==> config.mk <==
export PLATFORM = sky130hd
export DESIGN_NAME = motion_controller_conditioner
export DESIGN_NICKNAME = d
export VERILOG_FILES = /design/src/rtl/mcc_pkg.sv /design/src/rtl/motion_controller_conditioner.sv /design/src/rtl/mcc_div.sv /design/src/rtl/mcc_datapath.sv /design/src/rtl/mcc_ctrl.sv
export SDC_FILE = /design/constraint.sdc
export NUM_CORES = 2
export LEC_CHECK = 0
export BUFFER_PORTS_ARGS = -buffer_cell sky130_fd_sc_hd__buf_4
export CORE_AREA = 2 2 390 276
export CTS_CLUSTER_DIAMETER = 30
export DETAILED_ROUTE_END_ITERATION = 10
export DIE_AREA = 0 0 392 278
export HOLD_SLACK_MARGIN = 0.06
export MAX_ROUTING_LAYER = met4
export PLACE_DENSITY = 0.67
export RECOVER_POWER = 25
export SYNTH_ARGS = -nofsm -noshare
export SYNTH_HDL_FRONTEND = slang
export SYNTH_SLANG_ARGS = --single-unit
==> constraint.sdc <==
create_clock -name aclk -period 33.4 [get_ports aclk]
set_input_delay 6.68 -clock aclk [delete_from_list [all_inputs] [get_ports aclk]]
set_output_delay 6.68 -clock aclk [all_outputs]
set_load 0.1 [all_outputs]
==> src/rtl/mcc_pkg.sv <==
// ----------------------------------------------------------------------------
// mcc_pkg
// Shared constants, codes and controller/datapath interface types for the
// motion controller conditioner.
// ----------------------------------------------------------------------------
package mcc_pkg;

    localparam int HANDS_DEF   = 2;
    localparam int REPORT_RATE = 60;
    localparam int RATE_W      = $clog2(REPORT_RATE + 1);

    localparam int BTN_W   = 16;
    localparam int SEQ_W   = 8;
    localparam int POS_W   = 20;
    localparam int STICK_W = 16;
    localparam int VEL_W   = 32;
    localparam int ACC_W   = 40;

    // position difference, scaled velocity, scaled velocity difference
    localparam int PDIFF_W = POS_W + 1;
    localparam int VSC_W   = PDIFF_W + RATE_W;
    localparam int DIV_W   = VSC_W + 1 + RATE_W;
    localparam int DEN_W   = STICK_W + 1;

    localparam logic signed [STICK_W-1:0] STICK_MIN = {1'b1, {(STICK_W-1){1'b0}}};
    localparam logic signed [STICK_W-1:0] STICK_MAX = {1'b0, {(STICK_W-1){1'b1}}};

    localparam logic [1:0] AXIS_X = 2'd0;
    localparam logic [1:0] AXIS_Y = 2'd1;
    localparam logic [1:0] AXIS_Z = 2'd2;

    localparam logic [1:0] RECAL_NONE    = 2'd0;
    localparam logic [1:0] RECAL_DONE    = 2'd1;
    localparam logic [1:0] RECAL_REFUSED = 2'd2;

    typedef enum logic [1:0] {
        DSEL_JX  = 2'd0,
        DSEL_JY  = 2'd1,
        DSEL_VEL = 2'd2,
        DSEL_ACC = 2'd3
    } div_sel_t;

    typedef struct packed {
        logic     load;
        logic     check;
        logic     div_start;
        div_sel_t div_sel;
        logic     store_jx;
        logic     store_jy;
        logic     store_vel;
        logic     store_acc;
        logic     axis_next;
        logic     commit;
    } mcc_cmd_t;

    typedef struct packed {
        logic process;
        logic div_done;
        logic last_axis;
    } mcc_sts_t;

endpackage

==> src/rtl/motion_controller_conditioner.sv <==
// ----------------------------------------------------------------------------
// motion_controller_conditioner
// Per-hand tracker report conditioning: button edges, smoothing, velocity,
// acceleration and stick normalization.
// ----------------------------------------------------------------------------
// Input channel s_*: one tracker report per transfer. A report that is
// disabled, repeats the last sequence number of its hand, or names a hand
// of HANDS or more gives no result (ack still clears a valid hand's latches).
// Result channel m_*: a processed report gives three transfers, axis x, y, z,
// with m_last on z.
// Timing: one report at a time. A report is accepted and checked, then goes
// through 8 divides on the shared two-bit-per-cycle divider (2 stick, 3
// velocity, 3 acceleration) and three output transfers, plus any output
// stalls; the divider takes most of the time. A dropped report returns to
// idle straight after the check.
// s_ready is high only while the sequencer is idle.
// Reset clears all per-hand history to zero. While m_ready is low the
// result holds and no new divide starts.
// ----------------------------------------------------------------------------
module motion_controller_conditioner import mcc_pkg::*; #(
    parameter int HANDS = HANDS_DEF
) (
    input  logic                      aclk,
    input  logic                      aresetn,
    input  logic                      s_valid,
    output logic                      s_ready,
    input  logic                      s_hand,
    input  logic                      s_enabled,
    input  logic [BTN_W-1:0]          s_buttons,
    input  logic [SEQ_W-1:0]          s_sequence_req,
    input  logic signed [POS_W-1:0]   s_pos_x,
    input  logic signed [POS_W-1:0]   s_pos_y,
    input  logic signed [POS_W-1:0]   s_pos_z,
    input  logic signed [STICK_W-1:0] s_stick_x,
    input  logic signed [STICK_W-1:0] s_stick_y,
    input  logic                      s_docked,
    input  logic                      s_ack_edges,
    output logic                      m_valid,
    input  logic                      m_ready,
    output logic                      m_out_hand,
    output logic [1:0]                m_axis,
    output logic signed [POS_W-1:0]   m_position,
    output logic signed [VEL_W-1:0]   m_velocity,
    output logic signed [ACC_W-1:0]   m_acceleration,
    output logic signed [STICK_W-1:0] m_joy_x,
    output logic signed [STICK_W-1:0] m_joy_y,
    output logic [BTN_W-1:0]          m_pressed,
    output logic [BTN_W-1:0]          m_released,
    output logic [SEQ_W-1:0]          m_elapsed_frames,
    output logic [1:0]                m_recalibrated,
    output logic                      m_last
);
    mcc_cmd_t cmd;
    mcc_sts_t sts;

    mcc_ctrl u_ctrl (
        .aclk    (aclk),
        .aresetn (aresetn),
        .s_valid (s_valid),
        .s_ready (s_ready),
        .m_valid (m_valid),
        .m_ready (m_ready),
        .sts     (sts),
        .cmd     (cmd)
    );

    mcc_datapath #(.HANDS(HANDS)) u_dp (
        .aclk             (aclk),
        .aresetn          (aresetn),
        .cmd              (cmd),
        .sts              (sts),
        .s_hand           (s_hand),
        .s_enabled        (s_enabled),
        .s_buttons        (s_buttons),
        .s_sequence_req   (s_sequence_req),
        .s_pos_x          (s_pos_x),
        .s_pos_y          (s_pos_y),
        .s_pos_z          (s_pos_z),
        .s_stick_x        (s_stick_x),
        .s_stick_y        (s_stick_y),
        .s_docked         (s_docked),
        .s_ack_edges      (s_ack_edges),
        .m_out_hand       (m_out_hand),
        .m_axis           (m_axis),
        .m_position       (m_position),
        .m_velocity       (m_velocity),
        .m_acceleration   (m_acceleration),
        .m_joy_x          (m_joy_x),
        .m_joy_y          (m_joy_y),
        .m_pressed        (m_pressed),
        .m_released       (m_released),
        .m_elapsed_frames (m_elapsed_frames),
        .m_recalibrated   (m_recalibrated),
        .m_last           (m_last)
    );

    // no new report while a result is pending
    a_no_overlap: assert property (@(posedge aclk) disable iff (!aresetn)
        m_valid |-> !s_ready)
        else $error("input accepted while result pending");

    a_last_on_z: assert property (@(posedge aclk) disable iff (!aresetn)
        m_valid |-> (m_last == (m_axis == AXIS_Z)))
        else $error("last flag not on z axis");

    a_frames_nonzero: assert property (@(posedge aclk) disable iff (!aresetn)
        m_valid |-> (m_elapsed_frames != '0))
        else $error("zero elapsed frames on a result");

    // axis steps by one between transfers of one report
    a_axis_order: assert property (@(posedge aclk) disable iff (!aresetn)
        (m_valid && m_ready && !m_last) |=> (m_axis == $past(m_axis) + 2'd1))
        else $error("axis order broken");

endmodule

==> src/rtl/mcc_div.sv <==
// ----------------------------------------------------------------------------
// mcc_div
// Signed by unsigned restoring divider, two quotient bits per cycle,
// truncates toward zero.
// ----------------------------------------------------------------------------
module mcc_div import mcc_pkg::*; (
    input  logic                    aclk,
    input  logic                    aresetn,
    input  logic                    start,
    input  logic signed [DIV_W-1:0] dividend,
    input  logic        [DEN_W-1:0] divisor,
    output logic                    done,
    output logic signed [DIV_W-1:0] quotient
);
    localparam int STEPS = 2;
    localparam int ITER  = (DIV_W + STEPS - 1) / STEPS;
    localparam int CNT_W = $clog2(ITER + 1);

    logic             busy_reg, busy_next;
    logic             done_reg, done_next;
    logic [CNT_W-1:0] cnt_reg, cnt_next;
    logic [DIV_W-1:0] q_reg, q_next;
    logic [DEN_W:0]   r_reg, r_next;
    logic [DEN_W-1:0] d_reg, d_next;
    logic             neg_reg, neg_next;
    logic [DIV_W-1:0] q_t;
    logic [DEN_W:0]   r_t;

    always_comb begin
        q_t = q_reg;
        r_t = r_reg;
        for (int i = 0; i < STEPS; i++) begin
            r_t = {r_t[DEN_W-1:0], q_t[DIV_W-1]};
            q_t = {q_t[DIV_W-2:0], 1'b0};
            if (r_t >= {1'b0, d_reg}) begin
                r_t    = r_t - {1'b0, d_reg};
                q_t[0] = 1'b1;
            end
        end
    end

    always_comb begin
        busy_next = busy_reg;
        done_next = 1'b0;
        cnt_next  = cnt_reg;
        q_next    = q_reg;
        r_next    = r_reg;
        d_next    = d_reg;
        neg_next  = neg_reg;
        if (start) begin
            busy_next = 1'b1;
            cnt_next  = CNT_W'(ITER);
            q_next    = dividend[DIV_W-1] ? DIV_W'(-dividend) : DIV_W'(dividend);
            r_next    = '0;
            d_next    = divisor;
            neg_next  = dividend[DIV_W-1];
        end else if (busy_reg) begin
            q_next   = q_t;
            r_next   = r_t;
            cnt_next = cnt_reg - 1'b1;
            if (cnt_reg == CNT_W'(1)) begin
                busy_next = 1'b0;
                done_next = 1'b1;
            end
        end
    end

    always_ff @(posedge aclk) begin
        if (!aresetn) begin
            busy_reg <= 1'b0;
            done_reg <= 1'b0;
            cnt_reg  <= '0;
        end else begin
            busy_reg <= busy_next;
            done_reg <= done_next;
            cnt_reg  <= cnt_next;
        end
        q_reg   <= q_next;
        r_reg   <= r_next;
        d_reg   <= d_next;
        neg_reg <= neg_next;
    end

    assign done     = done_reg;
    assign quotient = neg_reg ? -$signed(q_reg) : $signed(q_reg);

endmodule

==> src/rtl/mcc_datapath.sv <==
// ----------------------------------------------------------------------------
// mcc_datapath
// Per-hand state, edge latches, recalibration, smoothing and the shared
// divider for velocity, acceleration and stick normalization.
// ----------------------------------------------------------------------------
module mcc_datapath import mcc_pkg::*; #(
    parameter int HANDS = HANDS_DEF
) (
    input  logic                      aclk,
    input  logic                      aresetn,
    input  mcc_cmd_t                  cmd,
    output mcc_sts_t                  sts,
    input  logic                      s_hand,
    input  logic                      s_enabled,
    input  logic [BTN_W-1:0]          s_buttons,
    input  logic [SEQ_W-1:0]          s_sequence_req,
    input  logic signed [POS_W-1:0]   s_pos_x,
    input  logic signed [POS_W-1:0]   s_pos_y,
    input  logic signed [POS_W-1:0]   s_pos_z,
    input  logic signed [STICK_W-1:0] s_stick_x,
    input  logic signed [STICK_W-1:0] s_stick_y,
    input  logic                      s_docked,
    input  logic                      s_ack_edges,
    output logic                      m_out_hand,
    output logic [1:0]                m_axis,
    output logic signed [POS_W-1:0]   m_position,
    output logic signed [VEL_W-1:0]   m_velocity,
    output logic signed [ACC_W-1:0]   m_acceleration,
    output logic signed [STICK_W-1:0] m_joy_x,
    output logic signed [STICK_W-1:0] m_joy_y,
    output logic [BTN_W-1:0]          m_pressed,
    output logic [BTN_W-1:0]          m_released,
    output logic [SEQ_W-1:0]          m_elapsed_frames,
    output logic [1:0]                m_recalibrated,
    output logic                      m_last
);
    localparam int HIDX_W = (HANDS > 1) ? $clog2(HANDS) : 1;

    // captured report
    logic                      hand_reg, en_reg, dk_reg, ack_reg;
    logic [BTN_W-1:0]          btn_reg;
    logic [SEQ_W-1:0]          seq_reg;
    logic signed [POS_W-1:0]   raw_reg [3];
    logic signed [STICK_W-1:0] sx_reg, sy_reg;

    // per-hand state
    logic [BTN_W-1:0]          prev_btn_reg   [HANDS];
    logic [SEQ_W-1:0]          prev_seq_reg   [HANDS];
    logic signed [POS_W-1:0]   prev_raw_reg   [HANDS][3];
    logic                      prev_dk_reg    [HANDS];
    logic signed [POS_W-1:0]   prev_sm_reg    [HANDS][3];
    logic signed [VSC_W-1:0]   prev_vel_reg   [HANDS][3];
    logic signed [STICK_W-1:0] cx_reg         [HANDS];
    logic signed [STICK_W-1:0] cy_reg         [HANDS];
    logic [BTN_W-1:0]          pressed_reg    [HANDS];
    logic [BTN_W-1:0]          released_reg   [HANDS];

    // per-report results
    logic [1:0]                axis_reg;
    logic [SEQ_W-1:0]          frames_reg;
    logic [1:0]                recal_reg;
    logic signed [STICK_W-1:0] jx_reg, jy_reg;
    logic signed [POS_W-1:0]   pos_reg;
    logic signed [VSC_W-1:0]   vel_reg;
    logic signed [DIV_W-1:0]   acc_reg;

    logic [HIDX_W-1:0]         hidx;
    logic                      hand_ok;
    logic                      process;
    logic signed [PDIFF_W-1:0] sum, pdiff;
    logic signed [POS_W-1:0]   pos_cur;
    logic signed [VSC_W:0]     vdiff;
    logic signed [DIV_W-1:0]   vel_num, acc_num;
    logic signed [STICK_W-1:0] js, jc;
    logic signed [DEN_W:0]     jden;
    logic signed [DEN_W:0]     jdiff;
    logic signed [DIV_W-1:0]   j_num;
    logic                      j_zero;
    logic signed [DIV_W-1:0]   div_num;
    logic [DEN_W-1:0]          div_den;
    logic                      div_done;
    logic signed [DIV_W-1:0]   div_q;
    logic signed [STICK_W-1:0] j_sat;
    logic                      jx_zero_reg, jy_zero_reg, jzero_next;
    logic [BTN_W-1:0]          pr_base, rl_base;

    assign hidx    = HIDX_W'(hand_reg);
    assign hand_ok = (32'(hand_reg) < HANDS);
    assign process = hand_ok && en_reg && (seq_reg != prev_seq_reg[hidx]);

    // smoothing and scaled differences for the current axis
    assign sum     = PDIFF_W'(raw_reg[axis_reg]) + PDIFF_W'(prev_raw_reg[hidx][axis_reg]);
    assign pos_cur = POS_W'(sum >>> 1);
    assign pdiff   = PDIFF_W'(pos_cur) - PDIFF_W'(prev_sm_reg[hidx][axis_reg]);
    assign vel_num = DIV_W'(VSC_W'(pdiff) * VSC_W'(REPORT_RATE));
    assign vdiff   = (VSC_W+1)'(vel_reg) - (VSC_W+1)'(prev_vel_reg[hidx][axis_reg]);
    assign acc_num = DIV_W'(vdiff) * DIV_W'(REPORT_RATE);

    // stick normalization, piecewise around the center
    always_comb begin
        if (cmd.div_sel == DSEL_JY) begin
            js = sy_reg;
            jc = cy_reg[hidx];
        end else begin
            js = sx_reg;
            jc = cx_reg[hidx];
        end
        jdiff = (DEN_W+1)'(js) - (DEN_W+1)'(jc);
        if (js <= jc)
            jden = (DEN_W+1)'(jc) - (DEN_W+1)'(STICK_MIN);
        else
            jden = -(DEN_W+1)'(STICK_MIN) - (DEN_W+1)'(jc);
        j_zero = (jden <= 0);
        j_num  = DIV_W'(jdiff) <<< (STICK_W - 1);
    end

    always_comb begin
        unique case (cmd.div_sel)
            DSEL_JX, DSEL_JY: begin
                div_num = j_num;
                div_den = j_zero ? DEN_W'(1) : DEN_W'(jden);
            end
            DSEL_VEL: begin
                div_num = vel_num;
                div_den = DEN_W'(frames_reg);
            end
            DSEL_ACC: begin
                div_num = acc_num;
                div_den = DEN_W'(frames_reg);
            end
            default: begin
                div_num = vel_num;
                div_den = DEN_W'(frames_reg);
            end
        endcase
    end

    mcc_div u_div (
        .aclk     (aclk),
        .aresetn  (aresetn),
        .start    (cmd.div_start),
        .dividend (div_num),
        .divisor  (div_den),
        .done     (div_done),
        .quotient (div_q)
    );

    always_comb begin
        if (div_q > DIV_W'(STICK_MAX))
            j_sat = STICK_MAX;
        else if (div_q < DIV_W'(STICK_MIN))
            j_sat = STICK_MIN;
        else
            j_sat = STICK_W'(div_q);
    end

    assign pr_base    = ack_reg ? '0 : pressed_reg[hidx];
    assign rl_base    = ack_reg ? '0 : released_reg[hidx];
    assign jzero_next = j_zero;

    always_ff @(posedge aclk) begin
        if (!aresetn) begin
            for (int h = 0; h < HANDS; h++) begin
                prev_btn_reg[h] <= '0;
                prev_seq_reg[h] <= '0;
                prev_dk_reg[h]  <= 1'b0;
                cx_reg[h]       <= '0;
                cy_reg[h]       <= '0;
                pressed_reg[h]  <= '0;
                released_reg[h] <= '0;
                for (int a = 0; a < 3; a++) begin
                    prev_raw_reg[h][a] <= '0;
                    prev_sm_reg[h][a]  <= '0;
                    prev_vel_reg[h][a] <= '0;
                end
            end
        end else begin
            if (cmd.check && hand_ok) begin
                if (process) begin
                    pressed_reg[hidx]  <= pr_base | (btn_reg & ~prev_btn_reg[hidx]);
                    released_reg[hidx] <= rl_base | (prev_btn_reg[hidx] & ~btn_reg);
                    if (prev_dk_reg[hidx] && !dk_reg &&
                        sx_reg != STICK_MIN && sy_reg != STICK_MIN) begin
                        cx_reg[hidx] <= sx_reg;
                        cy_reg[hidx] <= sy_reg;
                    end
                end else begin
                    pressed_reg[hidx]  <= pr_base;
                    released_reg[hidx] <= rl_base;
                end
            end
            if (cmd.store_vel)
                prev_sm_reg[hidx][axis_reg] <= pos_cur;
            if (cmd.store_acc)
                prev_vel_reg[hidx][axis_reg] <= vel_reg;
            if (cmd.commit) begin
                prev_btn_reg[hidx] <= btn_reg;
                prev_seq_reg[hidx] <= seq_reg;
                prev_dk_reg[hidx]  <= dk_reg;
                for (int a = 0; a < 3; a++)
                    prev_raw_reg[hidx][a] <= raw_reg[a];
            end
        end
    end

    always_ff @(posedge aclk) begin
        if (cmd.load) begin
            hand_reg   <= s_hand;
            en_reg     <= s_enabled;
            btn_reg    <= s_buttons;
            seq_reg    <= s_sequence_req;
            raw_reg[0] <= s_pos_x;
            raw_reg[1] <= s_pos_y;
            raw_reg[2] <= s_pos_z;
            sx_reg     <= s_stick_x;
            sy_reg     <= s_stick_y;
            dk_reg     <= s_docked;
            ack_reg    <= s_ack_edges;
        end
        if (cmd.check) begin
            axis_reg   <= AXIS_X;
            frames_reg <= seq_reg - prev_seq_reg[hidx];
            if (prev_dk_reg[hidx] && !dk_reg) begin
                if (sx_reg != STICK_MIN && sy_reg != STICK_MIN)
                    recal_reg <= RECAL_DONE;
                else
                    recal_reg <= RECAL_REFUSED;
            end else begin
                recal_reg <= RECAL_NONE;
            end
        end
        if (cmd.div_start && cmd.div_sel == DSEL_JX)
            jx_zero_reg <= jzero_next;
        if (cmd.div_start && cmd.div_sel == DSEL_JY)
            jy_zero_reg <= jzero_next;
        if (cmd.store_jx)
            jx_reg <= jx_zero_reg ? '0 : j_sat;
        if (cmd.store_jy)
            jy_reg <= jy_zero_reg ? '0 : j_sat;
        if (cmd.store_vel) begin
            pos_reg <= pos_cur;
            vel_reg <= VSC_W'(div_q);
        end
        if (cmd.store_acc)
            acc_reg <= div_q;
        if (cmd.axis_next)
            axis_reg <= axis_reg + 2'd1;
    end

    assign sts.process   = process;
    assign sts.div_done  = div_done;
    assign sts.last_axis = (axis_reg == AXIS_Z);

    assign m_out_hand       = hand_reg;
    assign m_axis           = axis_reg;
    assign m_position       = pos_reg;
    assign m_velocity       = VEL_W'(vel_reg);
    assign m_acceleration   = ACC_W'(acc_reg);
    assign m_joy_x          = jx_reg;
    assign m_joy_y          = jy_reg;
    assign m_pressed        = pressed_reg[hidx];
    assign m_released       = released_reg[hidx];
    assign m_elapsed_frames = frames_reg;
    assign m_recalibrated   = recal_reg;
    assign m_last           = (axis_reg == AXIS_Z);

endmodule

==> src/rtl/mcc_ctrl.sv <==
// ----------------------------------------------------------------------------
// mcc_ctrl
// Report sequencer: check, two stick divides, then per axis a velocity
// divide, an acceleration divide and one result transfer.
// ----------------------------------------------------------------------------
module mcc_ctrl import mcc_pkg::*; (
    input  logic     aclk,
    input  logic     aresetn,
    input  logic     s_valid,
    output logic     s_ready,
    output logic     m_valid,
    input  logic     m_ready,
    input  mcc_sts_t sts,
    output mcc_cmd_t cmd
);
    typedef enum logic [10:0] {
        ST_IDLE  = 11'b00000000001,
        ST_CHECK = 11'b00000000010,
        ST_JX    = 11'b00000000100,
        ST_JXW   = 11'b00000001000,
        ST_JY    = 11'b00000010000,
        ST_JYW   = 11'b00000100000,
        ST_VEL   = 11'b00001000000,
        ST_VELW  = 11'b00010000000,
        ST_ACC   = 11'b00100000000,
        ST_ACCW  = 11'b01000000000,
        ST_OUT   = 11'b10000000000
    } state_t;

    state_t state_reg, state_next;

    always_comb begin
        state_next = state_reg;
        cmd        = '0;
        cmd.div_sel = DSEL_VEL;
        unique case (state_reg)
            ST_IDLE: begin
                if (s_valid) begin
                    cmd.load   = 1'b1;
                    state_next = ST_CHECK;
                end
            end
            ST_CHECK: begin
                cmd.check  = 1'b1;
                state_next = sts.process ? ST_JX : ST_IDLE;
            end
            ST_JX: begin
                cmd.div_start = 1'b1;
                cmd.div_sel   = DSEL_JX;
                state_next    = ST_JXW;
            end
            ST_JXW: begin
                cmd.div_sel = DSEL_JX;
                if (sts.div_done) begin
                    cmd.store_jx = 1'b1;
                    state_next   = ST_JY;
                end
            end
            ST_JY: begin
                cmd.div_start = 1'b1;
                cmd.div_sel   = DSEL_JY;
                state_next    = ST_JYW;
            end
            ST_JYW: begin
                cmd.div_sel = DSEL_JY;
                if (sts.div_done) begin
                    cmd.store_jy = 1'b1;
                    state_next   = ST_VEL;
                end
            end
            ST_VEL: begin
                cmd.div_start = 1'b1;
                state_next    = ST_VELW;
            end
            ST_VELW: begin
                if (sts.div_done) begin
                    cmd.store_vel = 1'b1;
                    state_next    = ST_ACC;
                end
            end
            ST_ACC: begin
                cmd.div_start = 1'b1;
                cmd.div_sel   = DSEL_ACC;
                state_next    = ST_ACCW;
            end
            ST_ACCW: begin
                cmd.div_sel = DSEL_ACC;
                if (sts.div_done) begin
                    cmd.store_acc = 1'b1;
                    state_next    = ST_OUT;
                end
            end
            ST_OUT: begin
                if (m_ready) begin
                    if (sts.last_axis) begin
                        cmd.commit = 1'b1;
                        state_next = ST_IDLE;
                    end else begin
                        cmd.axis_next = 1'b1;
                        state_next    = ST_VEL;
                    end
                end
            end
            default: state_next = ST_IDLE;
        endcase
    end

    always_ff @(posedge aclk) begin
        if (!aresetn) begin
            state_reg <= ST_IDLE;
        end else begin
            state_reg <= state_next;
        end
    end

    assign s_ready = (state_reg == ST_IDLE);
    assign m_valid = (state_reg == ST_OUT);

endmodule

==> impl_results.md <==
* Status: complete, but fails checks
* Violations in the final reports: max-capacitance violations, max-slew violations
* Die W at 392 µm
* Worst Hold Launch: u_dp.prev_dk_reg[0]
* Initial DRT Pass Iterations at 6
* Reg2reg path depth at 36
* PostCTS Resize Cnt at 0
* Final wirelength at 140 mm
* CP Capture Type: register
* Met1 Use GR at 0.395
* Slowest CP cell: clkbuf_1
* H-tree Lvls at 4
* Routed Antenna Nets at 0
* GR peak layer: met1
* Hold buffer count at cts at 0
* Nets at 5,273
* RSZ-0062 raised after global routing: false
* Most instantiated library cell after synthesis: edfxtp_1
* Worst setup path class: reg2reg
* Netlist cell types at 96
* GR Util met3 at 0.0456
* Post-Syn Nets at 4,960
* Max frequency at 63.5 MHz
* M2 GR Usage at 0.384
* Clock Path Buffers at 3
* Hold Path End: u_dp.prev_dk_reg[0]
* Post-synth EDFFs at 877
* Wire per inst at 22.0 µm
* Ys Warns at 0
* Largest net degree at the start of global routing at 87
* DR iter-0 viols at 3,564
* Period utilization at 0.472
* Minimum clock period at 15.75 ns
* Top Ports at 296
* Total grt overflow at 0
* Port Buffers at 295
* Cts bufs inserted at 161
* Ratio of cells with drive above 1 in the final layout at 0.160
* Post-CTS Setup Bufs at 0
* Worst Max-Slew Pin Slew at 3.68 ns
* Post-DP HPWL at 96.2 mm
* Synth cell count leaders: edfxtp_1, nor2_1, inv_1
* Clock-pin slew on the worst setup and hold paths at 0.05 ns
* Predominant post-synthesis flop cell: edfxtp_1
* #FFs+latches synth at 917
* Cell taking the most area after synthesis: edfxtp_1
* Worst hold path depth at 2
* Post-synth top area share at 0.504
* Row count at 100
* Global-route usage over all layers at 0.267
* Required time worst endpoint at 33.90 ns
* TritonCTS clock tree: done
* Core Area at 0.105 mm²
* Seq/Total Area, Yosys at 0.519
* Worst R2R End: u_dp.u_div.q_reg[30]
* Worst Hold Class: reg2reg
* Placer Congestion at 0.913
* Synth Instances at 4,506
* Die Y at 278 µm
* Avg Vias per Cell at 5.71
* Critical path's largest stage delay at 2.12 ns
* Cell mode on critical path: ha_1
* Post-Syn Area at 0.0522 mm²
* R2r setup slk at 17.65 ns
* Worst-path maximum fanout at 38
* Syn_area_per_cell at 11.6 µm²
* FFs w/ async S/R, synth at 0
* Vias in the first global route at 36,100
* Slew headroom at -1.46
* Via count of the routed design at 36,500
* Top post-synthesis cells by area: edfxtp_1, ha_1, mux4_2
* First-pass GRT wire length at 217 mm
* Die ar. at 0.109 mm²
* # DRC at 0
* Area growth syn-to-layout at 17.6%
* Clk Latency, worst-skew pair at 0.79 ns
* Sink Count at 917
* Clock skew at 0.0560 ns
* Antenna violations before repair at 3
* Slew Limit Fails at 445
* WP data arrival at 16.25 ns
* Setup TNS at 0 ns
* Hold Vio Cnt, Final at 0
* Starting Density at 0.496
* Max FFs per register at 162
* CP Launch Type: register
* MaxCap Viol Count at 11
* Clk root buf: clkbuf_16
* # setup viols final at 0
[through the flow]
stage                     utilization  hold WS (ns)  cell area [µm²]  setup slack, ns  std cells
after global placement          0.531         0.455            56000            21.38       6084
final                           0.583         0.476            61400            17.65       6391
after global routing            0.583         0.504            61400            16.26       6390
after detailed placement        0.531         0.469            56000            21.15       6084
after CTS                       0.585         0.476            61600            21.10       6387
after floorplan                     -         0.444            52200            21.18       4506
[layout make-up]
cell class	instances	area, µm²
fill	8663	43900
sequential	917	27100
multi-input combinational	3015	23000
clock buffer	174	4080
timing repair buffer	360	2580
tap	1428	1790
clock inverter	129	1510
inverter	364	1370
antenna	4	10.0
[cells by family (layout without fill, tap and decap cells)]
logic type,after synthesis,after routing,share of synthesized area
compound gates,808,808,0.0991
xor+xnor,232,232,0.0397
fa+ha+maj,331,331,0.0917
buf+inv,574,1027,0.0425
flops,917,917,0.519
mux,274,274,0.0738
other cells,0,4,0
simple gates,1370,1370,0.134
[placed cells by master, fill, tap and decap left out, types with 17 or more instances in the layout]
| master | n |
|---|---|
| a31oi_1 | 18 |
| o21ai_0 | 205 |
| a21boi_0 | 17 |
| and2_1 | 282 |
| mux2_2 | 61 |
| or3_1 | 28 |
| a21o_1 | 57 |
| clkbuf_4 | 105 |
| mux4_2 | 83 |
| mux2i_1 | 130 |
| xor2_1 | 76 |
| o21a_1 | 28 |
| a22oi_1 | 32 |
| dfxtp_1 | 39 |
| ha_1 | 242 |
| nand2b_1 | 41 |
| a32oi_1 | 22 |
| fa_1 | 87 |
| clkbuf_16 | 161 |
| nand3_1 | 42 |
| clkinv_2 | 28 |
| nand4_1 | 35 |
| inv_1 | 361 |
| inv_6 | 19 |
| and3_1 | 122 |
| clkinv_1 | 19 |
| nor2b_1 | 31 |
| edfxtp_1 | 877 |
| a21oi_1 | 224 |
| clkbuf_1 | 45 |
| a211oi_1 | 22 |
| buf_4 | 223 |
| nor4_1 | 25 |
| nor3_1 | 59 |
| nor2_1 | 404 |
| nand2_1 | 221 |
| xnor2_1 | 152 |
| bufinv_16 | 18 |
| o31ai_1 | 22 |
[how the worst max path moves through the flow]
stage          startpoint              endpoint  slack, ns
5_1_grt          register  u_dp.u_div.q_reg[30]      16.26
6_report         register  u_dp.u_div.q_reg[30]      17.65
3_3_place_gp     register  u_dp.u_div.q_reg[30]      21.38
4_1_cts          register  u_dp.u_div.q_reg[30]      21.10
3_5_place_dp     register  u_dp.u_div.q_reg[30]      21.15
2_1_floorplan    register  u_dp.u_div.q_reg[30]      21.18
[worst max-delay path: cells and delay by family, from the launching register on]
family          cells  cell delay [ns]
compound gates     13             4.62
buf+inv             5             4.32
fa+ha+maj           6             2.14
simple gates        9             1.83
flops               1             1.15
xor+xnor            2             0.69
mux                 1             0.69
[per-layer routing]
layer / vias up / wire length (µm)
met2: 1372 / 61600
li1: 17100 / -
met4: 0 / 2150
met3: 180 / 10600
met1: 17900 / 65900
met5: - / 0
Power is left out: the tool's default activity adds up to more than one toggle a clock period on the data nets, which glitch-free logic cannot reach.
